===== src/rtl/ssip_pkg.sv =====
`timescale 1ns / 1ps

package ssip_pkg;

    localparam int CAPACITY   = 16;
    localparam int KEY_BITS   = 32;
    localparam int COUNT_BITS = 5;

    localparam logic ACT_INSERT = 1'b0;
    localparam logic ACT_POP    = 1'b1;

    typedef enum logic [2:0] {
        ST_INSERTED  = 3'd0,
        ST_DUPLICATE = 3'd1,
        ST_FULL      = 3'd2,
        ST_POPPED    = 3'd3,
        ST_UNDERFLOW = 3'd4
    } status_t;

    typedef struct packed {
        logic                action;
        logic [KEY_BITS-1:0] key;
    } req_t;

    typedef struct packed {
        logic [2:0]            status;
        logic                  front_valid;
        logic [KEY_BITS-1:0]   front_key;
        logic [COUNT_BITS-1:0] entry_count;
    } rsp_t;

    // broadcast from the top level to every cell
    typedef struct packed {
        logic                insert;
        logic                pop;
        logic                descending;
        logic [KEY_BITS-1:0] key;
    } cell_ctrl_t;

endpackage


===== src/rtl/ssip_cell.sv =====
`timescale 1ns / 1ps

module ssip_cell
(
    input  logic                          clk,
    input  ssip_pkg::cell_ctrl_t          ctrl,
    input  logic                          occupied,
    input  logic [ssip_pkg::KEY_BITS-1:0] left_key,
    input  logic [ssip_pkg::KEY_BITS-1:0] right_key,
    input  logic                          before_in,
    output logic                          before_out,
    output logic                          stop,
    output logic                          dup,
    output logic [ssip_pkg::KEY_BITS-1:0] value
);

    logic [ssip_pkg::KEY_BITS-1:0] value_reg;
    logic [ssip_pkg::KEY_BITS-1:0] value_next;
    logic                          precedes;

    // stored entry belongs strictly ahead of the incoming key
    assign precedes   = ctrl.descending ? (value_reg > ctrl.key) : (value_reg < ctrl.key);
    assign stop       = !occupied || !precedes;
    assign before_out = before_in || stop;
    assign dup        = stop && !before_in && occupied && (value_reg == ctrl.key);
    assign value      = value_reg;

    always_comb
    begin
        value_next = value_reg;
        if (ctrl.insert)
        begin
            if (before_in)
            begin
                value_next = left_key;      // shift back behind the insert point
            end
            else if (stop)
            begin
                value_next = ctrl.key;      // this is the insert point
            end
        end
        else if (ctrl.pop)
        begin
            value_next = right_key;         // advance toward the front
        end
    end

    always_ff @(posedge clk)
    begin
        value_reg <= value_next;
    end

endmodule


===== src/rtl/sorted_set_insert_pop.sv =====
// A request's response is registered and shows on out_valid the cycle after the request is
// taken. Throughput: one request per cycle, set by the single
// compare-and-shift pass through the row of cells; a response held by out_stall holds
// off the next request. Reset clears the entry count, the order bit (ascending) and the
// output valid; stored keys are not cleared and are read only below the entry count.
`timescale 1ns / 1ps

module sorted_set_insert_pop
(
    input  logic           clk,
    input  logic           rst_n,
    input  logic           cfg_write,
    input  logic           cfg_data,
    input  logic           in_valid,
    output logic           in_stall,
    input  ssip_pkg::req_t in_data,
    output logic           out_valid,
    input  logic           out_stall,
    output ssip_pkg::rsp_t out_data
);

    localparam int N  = ssip_pkg::CAPACITY;
    localparam int KB = ssip_pkg::KEY_BITS;
    localparam int CB = ssip_pkg::COUNT_BITS;

    logic                 descending_reg;
    logic [CB-1:0]        count_reg;
    logic [CB-1:0]        count_next;
    logic                 out_valid_reg;
    logic                 out_valid_next;
    ssip_pkg::rsp_t       out_data_reg;
    ssip_pkg::rsp_t       out_data_next;

    logic                 accept;
    logic                 is_pop;
    logic                 full;
    logic                 empty;
    logic                 any_dup;
    logic                 ins_ok;
    logic                 pop_ok;
    logic [KB-1:0]        front_next;
    ssip_pkg::status_t    status;
    ssip_pkg::cell_ctrl_t ctrl;

    logic [N-1:0]         occupied;
    logic [N:0]           past_point;
    logic [N-1:0]         stop;
    logic [N-1:0]         dup;
    logic [N-1:0]         first;
    logic [KB-1:0]        keys [N];

    assign in_stall = out_valid_reg && out_stall;
    assign accept   = in_valid && !in_stall;
    assign is_pop   = (in_data.action == ssip_pkg::ACT_POP);
    assign full     = (count_reg == CB'(N));
    assign empty    = (count_reg == '0);
    assign any_dup  = |dup;
    assign ins_ok   = accept && !is_pop && !any_dup && !full;
    assign pop_ok   = accept && is_pop && !empty;

    assign ctrl.insert     = ins_ok;
    assign ctrl.pop        = pop_ok;
    assign ctrl.descending = descending_reg;
    assign ctrl.key        = in_data.key;

    assign past_point[0] = 1'b0;

    for (genvar i = 0; i < N; i++)
    begin : g_cell
        logic [KB-1:0] left_key;
        logic [KB-1:0] right_key;

        assign occupied[i] = (count_reg > CB'(i));
        assign first[i]    = stop[i] && !past_point[i];

        if (i == 0)
        begin : g_head
            assign left_key = '0;
        end
        else
        begin : g_mid
            assign left_key = keys[i-1];
        end

        if (i == N - 1)
        begin : g_tail
            assign right_key = '0;
        end
        else
        begin : g_body
            assign right_key = keys[i+1];
        end

        ssip_cell u_cell
        (
            .clk        (clk),
            .ctrl       (ctrl),
            .occupied   (occupied[i]),
            .left_key   (left_key),
            .right_key  (right_key),
            .before_in  (past_point[i]),
            .before_out (past_point[i+1]),
            .stop       (stop[i]),
            .dup        (dup[i]),
            .value      (keys[i])
        );
    end

    always_comb
    begin
        count_next = count_reg;
        status     = ssip_pkg::ST_INSERTED;
        if (is_pop)
        begin
            if (empty)
            begin
                status = ssip_pkg::ST_UNDERFLOW;
            end
            else
            begin
                status     = ssip_pkg::ST_POPPED;
                count_next = count_reg - CB'(1);
            end
        end
        else if (any_dup)
        begin
            status = ssip_pkg::ST_DUPLICATE;
        end
        else if (full)
        begin
            status = ssip_pkg::ST_FULL;
        end
        else
        begin
            count_next = count_reg + CB'(1);
        end

        if (ins_ok && stop[0])
        begin
            front_next = in_data.key;
        end
        else if (pop_ok)
        begin
            front_next = keys[1];
        end
        else
        begin
            front_next = keys[0];
        end

        out_data_next.status      = status;
        out_data_next.front_valid = (count_next != '0);
        out_data_next.front_key   = (count_next != '0) ? front_next : '0;
        out_data_next.entry_count = count_next;

        if (accept)
        begin
            out_valid_next = 1'b1;
        end
        else
        begin
            out_valid_next = out_valid_reg && out_stall;
        end
    end

    always_ff @(posedge clk or negedge rst_n)
    begin
        if (!rst_n)
        begin
            descending_reg <= 1'b0;
            count_reg      <= '0;
            out_valid_reg  <= 1'b0;
        end
        else
        begin
            if (cfg_write)
            begin
                descending_reg <= cfg_data;
            end
            if (accept)
            begin
                count_reg <= count_next;
            end
            out_valid_reg <= out_valid_next;
        end
    end

    always_ff @(posedge clk)
    begin
        if (accept)
        begin
            out_data_reg <= out_data_next;
        end
    end

    assign out_valid = out_valid_reg;
    assign out_data  = out_data_reg;

    a_count_bound: assert property (@(posedge clk) disable iff (!rst_n)
        count_reg <= CB'(N))
        else $error("entry count above capacity");

    a_single_insert_point: assert property (@(posedge clk) disable iff (!rst_n)
        $onehot0(first))
        else $error("more than one insert point in the cell row");

    a_insert_grows: assert property (@(posedge clk) disable iff (!rst_n)
        ins_ok |=> count_reg == $past(count_reg) + CB'(1))
        else $error("accepted insert did not grow the count");

    a_pop_shrinks: assert property (@(posedge clk) disable iff (!rst_n)
        pop_ok |=> count_reg == $past(count_reg) - CB'(1))
        else $error("accepted pop did not shrink the count");

    a_front_flag: assert property (@(posedge clk) disable iff (!rst_n)
        out_valid_reg |-> (out_data_reg.front_valid == (out_data_reg.entry_count != '0)))
        else $error("front valid flag disagrees with entry count");

endmodule


===== config.mk =====
export PLATFORM = sky130hd
export DESIGN_NAME = sorted_set_insert_pop
export DESIGN_NICKNAME = d
export VERILOG_FILES = /design/src/rtl/ssip_pkg.sv /design/src/rtl/ssip_cell.sv /design/src/rtl/sorted_set_insert_pop.sv
export SDC_FILE = /design/constraint.sdc
export NUM_CORES = 2
export LEC_CHECK = 0
export ABC_CLOCK_PERIOD_IN_PS = 6200
export BUFFER_PORTS_ARGS = -buffer_cell sky130_fd_sc_hd__clkbuf_2
export CORE_UTILIZATION = 40
export CTS_CLUSTER_DIAMETER = 80
export DETAILED_ROUTE_END_ITERATION = 6
export GPL_ROUTABILITY_DRIVEN = 0
export GPL_TIMING_DRIVEN = 0
export SYNTH_ARGS = -nofsm -noshare
export SYNTH_HDL_FRONTEND = slang
export SYNTH_SLANG_ARGS = --single-unit
export TNS_END_PERCENT = 30

===== constraint.sdc =====
create_clock -name clk -period 6.2 [get_ports clk]
set_clock_uncertainty 0.2 [all_clocks]
set_input_delay 0.62 -clock clk [delete_from_list [all_inputs] [get_ports clk]]
set_output_delay 0.62 -clock clk [all_outputs]
set_load 0.05 [all_outputs]

==> results_dict.tcl <==
set metrics [dict create \
    crit_path_cell_trace "clkbuf_2 -> clkinv_2 -> ha_1 -> nand4_1 -> inv_1 -> a221oi_1 -> nor3b_2 -> nor3_2 -> mux2i_2 -> nand4bb_1 -> nor4b_1 -> buf_4 -> and2_1 -> buf_2 -> and3b_1 -> buf_2 -> nand3_2 -> nor2_1 -> a32oi_4 -> buf_16" \
    crit_type "input pin to flip-flop" \
    max_slew_margin 0.00235 \
    yosys_warnings 0 \
    critPathMaxStageDelay_ns 0.61 \
    tightest_slew_ns 1.50 \
    syn_inst 4158 \
    ant_nets 0 \
    r2r_slack_ns 0.11 \
    yosys_most_used_dff "edfxtp_1" \
    rr_startpoint "g_cell[0].u_cell.value[7]$_DFFE_PP_" \
    ys_top_cells_by_area "edfxtp_1 (41%), ha_1 (16%), a21oi_1 (9.8%)" \
    num_vias 36100 \
    grt_overflow 0 \
    dr.first_iter.drc_count 4395 \
    syn_area_um2 40100 \
    yosysTopAreaCellShare 0.414 \
    worstReg2RegEnd "g_cell[15].u_cell.value[18]$_SDFFCE_PP0P_" \
    rsz0062_at_grt "false" \
    cts_root_buf "clkbuf_16" \
    synth_async_sr_flop_share 0.0125 \
    violations "DRC, capacitance limit" \
    clockBufferDepth 3 \
    grt_pass1_wl_um 230000 \
    setup_slack_ns 0.0417 \
    numCtsBuffers 70 \
    combinationalPowerShare 0.323 \
    io_buffers 80 \
    start_util 0.406 \
    track_usage 0.309 \
    syn_area_per_cell_um2 9.65 \
    clkPwrFrac 0.281 \
    max_freq_mhz 162 \
    power_switching_mw 5.62 \
    dp_hpwl_um 119000 \
    area_growth_pct 13.0 \
    yosysSeqAreaShare 0.418 \
    cp_max_fo 16 \
    fin_util 0.459 \
    crit_path_start "in_data[10]" \
    cts_num_sinks 560 \
    die_area_um2 102000 \
    gr-max-usage-layer "met2" \
    cts-htree-levels 3 \
    crit_slowest_cell "a221oi_1" \
    synth_area_leader_cell "edfxtp_1" \
    grt_pass1_vias 34600 \
    rows 115 \
    hp-class "input pin to flip-flop" \
    post_drt_wl_per_cell_um 28.5 \
    peakVddDrop_mv 0.190 \
    die-height_um 319 \
    arrival_ns 6.34 \
    largest_register_ffs 512 \
    cp.depth 20 \
    clock_latency_ns 0.66 \
    critPathTopFamily "simple AND/OR/NAND/NOR gates" \
    maxCapViolCount 1 \
    setup_violations 0 \
    finalSetupTns_ns 0 \
    status "complete, but fails checks" \
    pwr-share-seq 0.395 \
    routed_via_density 6.37 \
    hold-worst-slack_ns 0.0209 \
    use_met1 0.403 \
    die_w_um 319 \
    syn_nets 4714 \
    crit_buf_inv 7 \
    p_int_mw 9.01 \
    r2r_cells 18 \
    end_kind "flip-flop" \
    dr.pass1.iters 7 \
    drc_errors 1 \
    synth_edf_count 553 \
    cp_common_cell "buf_2" \
    ioPinCount 82 \
    grt_max_degree 51 \
    cts.clk_slew.worst_paths_ns 0.06 \
    hold_viol 0 \
    antenna_found_initial 5 \
    final_nets 4888 \
    use_met2 0.477 \
    dp_slack_ns -3.51 \
    gr-usage-met3 0.0715 \
    layout_worst_path_cycle_share 0.993 \
    p_per_area_nw_per_um2 323 \
    slew_violations 0 \
    total_power_mw 14.6 \
    wirelength_um 162000 \
    core_um2 98900 \
    p_leak_nw 17.8 \
    switching_share 0.384 \
    cp.required_ns 6.38 \
    synth_seq_cells 560 \
    nFillCells 9560 \
    startpoint_type "input pin" \
    drive_above_1_share 0.0723 \
    cts_tree "built" \
    min_period_ns 6.16 \
    cp-endpoint "g_cell[15].u_cell.value[18]$_SDFFCE_PP0P_" \
    yosysUniqueCellTypes 81 \
]
## final cells by class
cell class	count	area [µm²]	share of cell area
antenna	4	10.0	0.000221
buffer	242	986	0.0217
clock buffer	87	1910	0.0421
clock inverter	35	297	0.00654
inverter	69	397	0.00875
multi-input combinational	3288	22500	0.496
sequential	560	16800	0.370
tap	1287	1610	0.0355
timing repair buffer	101	873	0.0193
## power by group through the flow
stage                     clock (mW)  sequential (mW)  combinational (mW)
after floorplan                    0             5.70                2.85
after global placement             0             5.84                4.31
after detailed placement           0             5.82                4.52
after CTS                       4.13             5.74                4.58
after global routing            4.25             5.80                5.14
final                           4.12             5.78                4.73
## cells in the mapped netlist, drive strengths merged (5+ instances only)
cell type and instances:
a2111oi 6, a211o 8, a211oi 40, a21boi 40
a21o 39, a21oi 785, a221o 9, a221oi 10
a31oi 8, and3 16, and4 15, buf 41
clkbuf 201, clkinv 31, dfrtp 7, edfxtp 553
ha 517, inv 38, mux2 5, mux2i 356
nand2 166, nand2b 7, nand3 64, nand4 102
nor2 765, nor2b 15, nor3 34, nor4 20
o211ai 23, o21a 16, o21ai 134, o221ai 6
o31ai 10
## per-stage QoR
stage | cell area [µm²] | std cells
after CTS | 45200 | 5667
after floorplan | 40100 | 4158
after detailed placement | 42700 | 5539
after global placement | 42200 | 5525
after global routing | 45300 | 5669
final | 45300 | 5673
## how the worst min path moves through the flow
stage | start | to | slack (ns) | cells past startpoint
global placement | out_valid$_DFF_PN0_ | out_valid$_DFF_PN0_ | 0.32 | 2
CTS | out_stall | out_valid$_DFF_PN0_ | 0.007 | 3
detailed placement | out_valid$_DFF_PN0_ | out_valid$_DFF_PN0_ | 0.32 | 2
global route | out_stall | out_valid$_DFF_PN0_ | 0.05 | 3
floorplan | rst_n | count_reg[0]$_DFFE_PN0P_ | 0.12 | 0
finish | out_stall | out_valid$_DFF_PN0_ | 0.02 | 3
## worst reg2reg max path, delay by kind of cell (launching register included)
| family | cells | cell delay (ns) |
|---|---|---|
| muxes | 1 | 0.40 |
| DFF | 1 | 0.45 |
| AOI/OAI and AO/OA | 4 | 1.15 |
| adders and majority gates | 1 | 0.35 |
| and+or+nand+nor | 8 | 2.26 |
| buffers and inverters | 4 | 1.01 |
## what timing repair did
item | CTS | global route
hold buffers | 4 | 0
buffers inserted | 2 | 0
setup endpoints to repair | 1065 | 806
gates resized for setup | 69 | 25
endpoints found under the hold margin | 9 | 0
pin swaps | 1 | 0
gates cloned | 0 | 1
## per-layer routing
metal	vias up	routed length (µm)
li1	16000	-
met1	17500	64500
met2	2109	70600
met3	551	17100
met4	2	9460
met5	-	12
## placed cells by master, fill, tap and decap left out, types with 10 or more instances in the layout
cell,synthesis,routed
a211oi_1,40,39
a21boi_0,11,11
a21boi_1,29,29
a21o_1,39,39
a21oi_1,785,784
and3_1,15,15
and4_1,15,15
buf_1,12,11
buf_16,0,13
buf_2,22,23
clkbuf_1,201,203
clkbuf_16,0,73
clkbuf_2,0,86
clkinv_1,31,12
clkinv_2,0,13
clkinv_4,0,28
edfxtp_1,553,553
ha_1,517,517
inv_1,37,37
mux2i_1,356,355
nand2_1,165,161
nand3_1,63,61
nand4_1,102,102
nor2_1,765,765
nor2b_1,15,15
nor3_1,34,28
nor4_1,17,12
o211ai_1,23,23
o21a_1,16,16
o21ai_0,121,113
o21ai_1,13,13
o31ai_1,10,10
## kinds of logic after synthesis
logic type               after synthesis  synth area share
flip-flops                           560             0.418
multiplexers                         361            0.0902
adder cells (fa/ha/maj)              517             0.161
AO/OA/AOI/OAI                       1171             0.164
XOR/XNOR                               3          0.000655
AND/OR/NAND/NOR                     1235             0.135
buffers and inverters                311            0.0304
Note: power is estimated with default switching activity, not from simulation.
